--- src/rtl/pixel_blend_mode_unit_defines.svh ---
// Assertion macros for the pixel blend mode unit.
// Included by the top level; no other dependencies.
`ifndef PIXEL_BLEND_MODE_UNIT_DEFINES_SVH
`define PIXEL_BLEND_MODE_UNIT_DEFINES_SVH
`ifndef SYNTH
`define PBM_ASSERT_IMP(lbl, clk_s, rst_ns, ante, cons) \
  lbl: assert property (@(posedge clk_s) disable iff (!rst_ns) (ante) |-> (cons)) \
    else $error("pbm assertion failed");
`define PBM_ASSERT_NXT(lbl, clk_s, rst_ns, ante, cons) \
  lbl: assert property (@(posedge clk_s) disable iff (!rst_ns) (ante) |=> (cons)) \
    else $error("pbm assertion failed");
`else
`define PBM_ASSERT_IMP(lbl, clk_s, rst_ns, ante, cons)
`define PBM_ASSERT_NXT(lbl, clk_s, rst_ns, ante, cons)
`endif
`endif

--- src/rtl/pbm_pkg.sv ---
// Types and constants for the pixel blend mode unit.
// No dependencies.
`default_nettype none
package pbm_pkg;
  typedef enum logic [3:0] {
    MODE_ADD_SCALED = 4'd0,
    MODE_ADD_MOD    = 4'd1,
    MODE_LERP       = 4'd2,
    MODE_COMPOSITE  = 4'd3,
    MODE_MIN        = 4'd4,
    MODE_ABSDIFF    = 4'd5,
    MODE_DIVIDE     = 4'd6,
    MODE_MAX        = 4'd7,
    MODE_MULTIPLY   = 4'd8,
    MODE_OVERLAY    = 4'd9,
    MODE_SCREEN     = 4'd10,
    MODE_SUB_SCALED = 4'd11,
    MODE_SUB_MOD    = 4'd12,
    MODE_AND        = 4'd13,
    MODE_OR         = 4'd14,
    MODE_XOR        = 4'd15
  } pbm_mode_t;

  localparam logic [2:0] REG_MODE  = 3'd0;
  localparam logic [2:0] REG_GAIN  = 3'd1;
  localparam logic [2:0] REG_BIAS  = 3'd2;
  localparam logic [2:0] REG_ALPHA = 3'd3;
  localparam logic [2:0] REG_CH_A  = 3'd4;
  localparam logic [2:0] REG_CH_B  = 3'd5;

  localparam int NUM_CH = 4;

  typedef struct packed {
    logic [7:0] a_ch0;
    logic [7:0] a_ch1;
    logic [7:0] a_ch2;
    logic [7:0] a_ch3;
    logic [7:0] b_ch0;
    logic [7:0] b_ch1;
    logic [7:0] b_ch2;
    logic [7:0] b_ch3;
  } pbm_in_t;

  typedef struct packed {
    logic [7:0] out_ch0;
    logic [7:0] out_ch1;
    logic [7:0] out_ch2;
    logic [7:0] out_ch3;
  } pbm_out_t;

  typedef struct packed {
    pbm_mode_t          mode;
    logic [15:0]        gain;
    logic signed [10:0] bias;
    logic [8:0]         weight;
    logic               copy_b;
  } pbm_cfg_t;
endpackage
`default_nettype wire

--- src/rtl/pbm_lane.sv ---
// One channel lane: products, scaling, divide-by-255 and a two-stage divider.
// Depends on pbm_pkg.
`default_nettype none
module pbm_lane (
  input  wire logic           clk,
  input  wire logic           en1,
  input  wire logic           en2,
  input  wire logic           en3,
  input  wire pbm_pkg::pbm_cfg_t cfg,
  input  wire logic [7:0]     a,
  input  wire logic [7:0]     b,
  input  wire logic [7:0]     alpha_b,
  output logic [7:0]          res
);
  logic signed [26:0] p_r, p_nxt;
  logic [16:0]        n_r, n_nxt;
  logic [7:0]         simple_r, simple_nxt;
  logic [7:0]         b1_r;

  logic [7:0] res2_r, res2_nxt;
  logic [7:0] rem_r, rem_nxt;
  logic [3:0] qhi_r, qhi_nxt;
  logic [3:0] dlo_r;
  logic [7:0] b2_r;
  logic       sat_r, sat_nxt;

  logic [7:0] res3_r, res3_nxt;

  // stage 1
  always_comb begin
    logic signed [9:0] s;
    logic [16:0] ax, bx, lx, wx;
    ax = {9'b0, a};
    bx = {9'b0, b};
    lx = {9'b0, alpha_b};
    wx = {8'b0, cfg.weight};
    if (cfg.mode == pbm_pkg::MODE_SUB_SCALED) begin
      s = $signed({2'b0, a}) - $signed({2'b0, b});
    end else begin
      s = $signed({2'b0, a}) + $signed({2'b0, b});
    end
    p_nxt = 27'(s * $signed({1'b0, cfg.gain}));
    case (cfg.mode)
      pbm_pkg::MODE_LERP:      n_nxt = ax * (17'd256 - wx) + bx * wx;
      pbm_pkg::MODE_COMPOSITE: n_nxt = ax * (17'd255 - lx) + bx * lx;
      pbm_pkg::MODE_DIVIDE:    n_nxt = ax * 17'd255;
      pbm_pkg::MODE_MULTIPLY:  n_nxt = ax * bx;
      pbm_pkg::MODE_OVERLAY: begin
        if (b < 8'd128) begin
          n_nxt = 17'd2 * ax * bx;
        end else begin
          n_nxt = 17'd65025 - 17'd2 * (17'd255 - ax) * (17'd255 - bx);
        end
      end
      pbm_pkg::MODE_SCREEN:    n_nxt = 17'd65025 - (17'd255 - ax) * (17'd255 - bx);
      default:                 n_nxt = '0;
    endcase
    case (cfg.mode)
      pbm_pkg::MODE_ADD_MOD: simple_nxt = a + b;
      pbm_pkg::MODE_SUB_MOD: simple_nxt = a - b;
      pbm_pkg::MODE_MIN:     simple_nxt = (a < b) ? a : b;
      pbm_pkg::MODE_MAX:     simple_nxt = (a > b) ? a : b;
      pbm_pkg::MODE_ABSDIFF: simple_nxt = (a > b) ? a - b : b - a;
      pbm_pkg::MODE_AND:     simple_nxt = a & b;
      pbm_pkg::MODE_OR:      simple_nxt = a | b;
      pbm_pkg::MODE_XOR:     simple_nxt = a ^ b;
      default:               simple_nxt = '0;
    endcase
  end

  always_ff @(posedge clk) begin
    if (en1) begin
      p_r      <= p_nxt;
      n_r      <= n_nxt;
      simple_r <= simple_nxt;
      b1_r     <= b;
    end
  end

  // stage 2
  always_comb begin
    logic signed [26:0] q;
    logic signed [20:0] r;
    logic [7:0]  clamped;
    logic [8:0]  q0;
    logic [9:0]  rm;
    logic [8:0]  d255;
    logic [8:0]  t;
    logic [7:0]  rem;
    q = p_r >>> 12;
    r = 21'(q) + 21'($signed(cfg.bias) * 21'sd255);
    if (r < 0) begin
      clamped = 8'd0;
    end else if (r > 21'sd255) begin
      clamped = 8'd255;
    end else begin
      clamped = r[7:0];
    end
    q0 = n_r[16:8];
    rm = 10'(n_r[7:0]) + 10'(q0);
    d255 = q0 + 9'(rm >= 10'd255) + 9'(rm >= 10'd510);
    case (cfg.mode)
      pbm_pkg::MODE_ADD_SCALED, pbm_pkg::MODE_SUB_SCALED: res2_nxt = clamped;
      pbm_pkg::MODE_LERP:      res2_nxt = n_r[15:8];
      pbm_pkg::MODE_COMPOSITE: res2_nxt = cfg.copy_b ? b1_r : d255[7:0];
      pbm_pkg::MODE_MULTIPLY, pbm_pkg::MODE_OVERLAY, pbm_pkg::MODE_SCREEN:
        res2_nxt = d255[7:0];
      default:                 res2_nxt = simple_r;
    endcase
    sat_nxt = (b1_r == 8'd0) || (n_r[15:8] >= b1_r);
    rem = n_r[15:8];
    for (int k = 7; k >= 4; k--) begin
      t = {rem, n_r[k]};
      if (t >= {1'b0, b1_r}) begin
        rem = 8'(t - {1'b0, b1_r});
        qhi_nxt[k-4] = 1'b1;
      end else begin
        rem = t[7:0];
        qhi_nxt[k-4] = 1'b0;
      end
    end
    rem_nxt = rem;
  end

  always_ff @(posedge clk) begin
    if (en2) begin
      res2_r <= res2_nxt;
      rem_r  <= rem_nxt;
      qhi_r  <= qhi_nxt;
      dlo_r  <= n_r[3:0];
      b2_r   <= b1_r;
      sat_r  <= sat_nxt;
    end
  end

  // stage 3
  always_comb begin
    logic [8:0] t;
    logic [7:0] rem;
    logic [3:0] qlo;
    rem = rem_r;
    for (int k = 3; k >= 0; k--) begin
      t = {rem, dlo_r[k]};
      if (t >= {1'b0, b2_r}) begin
        rem = 8'(t - {1'b0, b2_r});
        qlo[k] = 1'b1;
      end else begin
        rem = t[7:0];
        qlo[k] = 1'b0;
      end
    end
    if (cfg.mode == pbm_pkg::MODE_DIVIDE) begin
      res3_nxt = sat_r ? 8'd255 : {qhi_r, qlo};
    end else begin
      res3_nxt = res2_r;
    end
  end

  always_ff @(posedge clk) begin
    if (en3) begin
      res3_r <= res3_nxt;
    end
  end

  assign res = res3_r;
endmodule
`default_nettype wire

--- config.mk ---
export PLATFORM = sky130hd
export DESIGN_NAME = pbm_lane
export DESIGN_NICKNAME = d
export VERILOG_FILES = /design/src/rtl/pixel_blend_mode_unit_defines.svh /design/src/rtl/pbm_pkg.sv /design/src/rtl/pbm_lane.sv
export SDC_FILE = /design/constraint.sdc
export NUM_CORES = 2
export LEC_CHECK = 0
export ABC_AREA = 1
export BUFFER_PORTS_ARGS = -buffer_cell sky130_fd_sc_hd__buf_2
export CORE_UTILIZATION = 27
export DETAILED_ROUTE_END_ITERATION = 8
export HOLD_SLACK_MARGIN = 0.15
export PLACE_DENSITY = 0.44
export SYNTH_ARGS = -nofsm -noshare
export SYNTH_HDL_FRONTEND = slang
export SYNTH_SLANG_ARGS = --single-unit
--- constraint.sdc ---
create_clock -name clk -period 8.1 [get_ports clk]
set_clock_uncertainty 0.1 [all_clocks]
set_input_delay 1.215 -clock clk [delete_from_list [all_inputs] [get_ports clk]]
set_output_delay 1.215 -clock clk [all_outputs]
set_load 0.005 [all_outputs]
## Yosys cells after proc, flatten, opt, wreduce, memory -nomap -nowiden

Index checks and enable logic that the tools add are counted.

| cells by class | value |
|---|---|
| mux-type cells | 28 |
| $mul | 11 |
| $add $sub $neg | 24 |
| eq/ne operators | 15 |
| $lt $le $gt $ge | 16 |
| bitwise gates (word level) | 3 |
| reduce and logical (&&, ||, !) cells | 5 |

Operators by type and width:

| cell | count |
|---|---|
| 8-bit 2-to-1 mux | 15 |
| 17-bit one-hot mux with 6 select lines | 1 |
| 9-bit by 8-bit greater-or-equal comparator with 1-bit output | 8 |
| 8-bit subtractor | 9 |
| 8-bit one-hot mux with 8 select lines | 1 |
| 8-bit by 8-bit multiplier with 16-bit output | 3 |
| 9-bit by 9-bit multiplier with 17-bit output | 2 |
| 16-bit by 17-bit subtractor with 17-bit output (first input constant) | 2 |
| 4-bit == test (second input constant) | 8 |
| 8-bit one-hot mux with 4 select lines | 1 |
| 10-bit by 17-bit multiplier with 27-bit output | 1 |
| 8-bit by 8-bit subtractor with 9-bit output (first input constant) | 3 |
| 15-bit by 20-bit adder with 21-bit output | 1 |
| 21-bit by 9-bit greater-than comparator with 1-bit output (second input constant) | 1 |
| 21-bit by 1-bit < comparator with 1-bit output (second input constant) | 1 |
| 11-bit by 9-bit multiplier with 20-bit output (second input constant) | 1 |
| 17-bit by 16-bit adder with 17-bit output | 1 |
| 17-bit adder | 1 |
| 16-bit by 17-bit multiplier with 16-bit output | 1 |
| 8-bit by 9-bit multiplier with 17-bit output | 1 |
| 9-bit by 10-bit multiplier with 17-bit output | 1 |
| 17-bit 2-to-1 mux | 1 |
| 8-bit by 1-bit adder with 8-bit output | 2 |
| 4-bit by 3-bit == test with 1-bit output (second input constant) | 4 |
| other kinds (24) | 32 |

| word-level totals | value |
|---|---|
| output and inout port bits | 8 |
| register bits after elaboration | 101 |

## Depth between registers and ports, before layout

| logic depth | value |
|---|---|
| depth after elaboration | 10 |
| depth in mapped cells | 48 |

## Worst setup path before layout

OpenSTA, ideal clock, no wires.

| timing | value |
|---|---|
| path kind | input port to flip-flop |
| start | in a[0] |
| end | reg p_r[26], data pin |
| data arrival time | 7.711 ns |
| path slack | 0.030 ns |
| buffers on the path | 2 |
| library setup time | 0.260 ns |
| stages | 31 |
| path through | clkbuf_1 > clkinv_1 > ha_1 > fa_1 > o31ai_1 > nand3_1 > nand2_1 > xor2_1 > inv_1 > o21ai_1 > buf_2 > nor2_1 > fa_1 > inv_1 > fa_1 > fa_1 > fa_1 > inv_1 > fa_1 > ha_1 > a21oi_1 > nor2_1 > a211oi_1 > o21ai_0 > a21oi_1 > inv_1 > a21oi_2 > nor2_1 > nand2_1 > nand3_1 > xnor2_1 |

| on the way | value |
|---|---|
| longest elaborated chain between the ends | 3 |

Ends and longest elaborated chain:

| element | RTL line | RTL |
|---|---|---|
| start: declaration | pbm_lane.sv:10 | `input wire logic [7:0] a,` |
| 8-bit by 8-bit adder with 9-bit output / 8-bit by 8-bit subtractor with 9-bit output (equally long branches) | pbm_lane.sv:40, pbm_lane.sv:38 |  |
| 10-bit 2-to-1 mux (*) | pbm_lane.sv:37 | `if (cfg.mode == pbm_pkg::MODE_SUB_SCALED) begin` |
| 10-bit by 17-bit multiplier with 27-bit output (*) | pbm_lane.sv:42 | `p_nxt = 27'(s * $signed({1'b0, cfg.gain}));` |
| net p_nxt[26] | pbm_lane.sv:15 | `logic signed [26:0] p_r, p_nxt;` |
| end signal: assignment | pbm_lane.sv:73 | `p_r <= p_nxt;` |
| end: declaration | pbm_lane.sv:15 |  |

Mark *: on every way through the listed nets, which the timed path passes. The rest lies on a longest branch.
A chain may end at the register's enable or synchronous reset.

## Final worst setup path

Same ends and word-level chain as after synthesis.

==> qor.csv <==
metric,value,unit
initial_core_util,27.2,%
fill_cells,14500,
cts_made_buffers,9,
fp-row-count,134,
hold_buffers,0,
synthArstFlopShare,0,%
outcome,"complete, no violations",
tns,0,ps
crit_fanout,9,
drt_iter0_drc,1453,
max_stage_delay,560,ps
seq_area,2670,um^2
grt_pass1_wl,182,mm
required,8100,ps
grt_max_degree,49,
synthCells,4686,
synth_area_leader_cell,fa_1,
syn_avg_cell_area,7.73,um^2
dp.cells,6553,
grt_usage,17.4,%
synth_cell_type_count,66,
clockBufferDepth,2,
fin_crit_sh,93.4,%
routed_wl,116,mm
synth-edff-count,89,
wl_per_cell,17.6,um
place.port_buffers,76,
coreArea,133000,um^2
ys_top_cells_by_area,"fa_1 31%, ha_1 19%, inv_1 12%",
post-route-drc-count,0,
root_buffer,clkbuf_16,
clk_latency,360,ps
hold_path.class,register to register,
antenna_found_initial,7,
cts.sinks,89,
syn_nets,5865,
die_area,136000,um^2
fmax,0.132,GHz
drive_above_1_share,6.30,%
drt.antenna.violating_nets,0,
grt_pass1_vias,31200,
cap_viol_max_count,0,
final-max-slew-violation-count,0,
crit_arrival,7560,ps
synth_common_cells,"1190 x inv_1, 910 x nand2_1, 558 x ha_1",
finalSetupViolations,0,
final_nets,5980,
grt_overflow,0,
drt_first_pass_iters,5,
syn_to_final_growth,9.79,%
synth.most_common_cell,inv_1,
min_period,7570,ps
netlist_area,36200,um^2
io_pins,77,
r2r_setup_slack,690,ps
cp-start-kind,input port,
gp_congestion,0.933,
critPathSlowestCell,fa_1,
crit_top_cell,fa_1,
htree_levels,3,
netlist.area_leader.share,30.5,%
hold_slack,400,ps
synth-main-ff-cell,edfxtp_1,
rsz0062_at_grt,false,
cts_tree,yes,
synth-seq-cells,89,
slew_headroom,45.3,%
multi_input_area,28600,um^2
layout.cells.non_filler,6575,
seq_area_frac_synth,7.38,%
clk_pin_slew,70,ps
worst_pin_slew,815,ps
report.final.hold_viol_count,0,
ys_warn_count,0,
endpoint_kind,register,
vias,29800,
dieWidth,368,um
crit_type,input port to register,
die_y,368,um
via_per_inst,4.53,
dpl.hpwl,99.4,mm
-- state kept, by name (all words and copies together) (netlist names) --
signal,count
res2_r,8
rem_r,8
b1_r,8
res,8
simple_r,8
b2_r,8
p_r,15
n_r,17
qhi_r,4
dlo_r,4
sat_r,1
-- layout by cell type, fill, tap and decap left out, types with 19 or more instances in the layout --
master / n
buf_2: 76
edfxtp_1: 89
xor2_1: 90
xnor2_1: 45
fa_1: 552
a21oi_1: 226
nor3_1: 41
o211ai_1: 19
nand4_1: 39
nand3_1: 134
nor2_1: 311
nand2_1: 909
o21ai_0: 142
inv_1: 1189
buf_4: 128
ha_1: 558
or2_2: 20
-- final timing paths --
path,from,end,cells after the start
worst max-delay path,a[0],p_r[26],32
worst max register to register,n_r[9],rem_r[5],44
worst min register to register,b1_r[6],b2_r[6],0
worst min-delay path,b1_r[6],b2_r[6],0
-- cell families (layout without fill, tap and decap cells) --
group / count (synthesis) / after routing / share of synthesized area, %
AND/OR/NAND/NOR: 1509 / 1509 / 17.2
adder cells (fa/ha/maj): 1110 / 1110 / 49.8
flip-flops: 89 / 89 / 7.38
XOR/XNOR: 135 / 135 / 3.26
multiplexers: 1 / 1 / 0.0311
other: 1 / 2 / 0.0104
AO/OA/AOI/OAI: 529 / 529 / 8.58
buffers and inverters: 1312 / 1432 / 13.8
-- per-stage QoR --
step | instance area [um^2] | setup slack [ps] | util (%)
after floorplan | 36200 | 29.7 | -
after global placement | 39400 | 33.0 | 29.6
after detailed placement | 39400 | 100 | 29.6
after CTS | 39700 | 476 | 29.8
after global routing | 39800 | 4.14 | 29.8
final | 39800 | 531 | 29.8
-- worst max-delay path, delay by kind of cell --
family | cells | cell delay, ps
buffers and inverters | 8 | 870
XOR/XNOR | 2 | 320
AND/OR/NAND/NOR | 7 | 500
AO/OA/AOI/OAI | 7 | 1280
adder cells (fa/ha/maj) | 8 | 3410
-- cell type report --
class,instances,share of cell area (%)
multi-input cells,3285,71.9
inverters,1206,11.4
flip-flops and latches,89,6.72
well taps,1768,5.56
repair buffers,210,3.67
clock buffers,9,0.566
clock inverters,7,0.208
diodes,1,0.00629
-- layer usage --
layer | track usage [%] | share of wire [%] | vias up
met5 | 0 | 0.043 | -
met1 | 23.6 | 47 | 14400
met4 | 4.60 | 2.9 | 8
met2 | 29.5 | 47 | 579
met3 | 1.44 | 3.6 | 124
li1 | - | - | 14600
-- timing repair --
action                                  4_1_cts  5_1_grt
buffers inserted                              0        5
resized for setup                             0        8
endpoints found under the setup margin        0       11
Power is left out: the tool's default activity adds up to more than one toggle a clock period on the data nets, which glitch-free logic cannot reach.
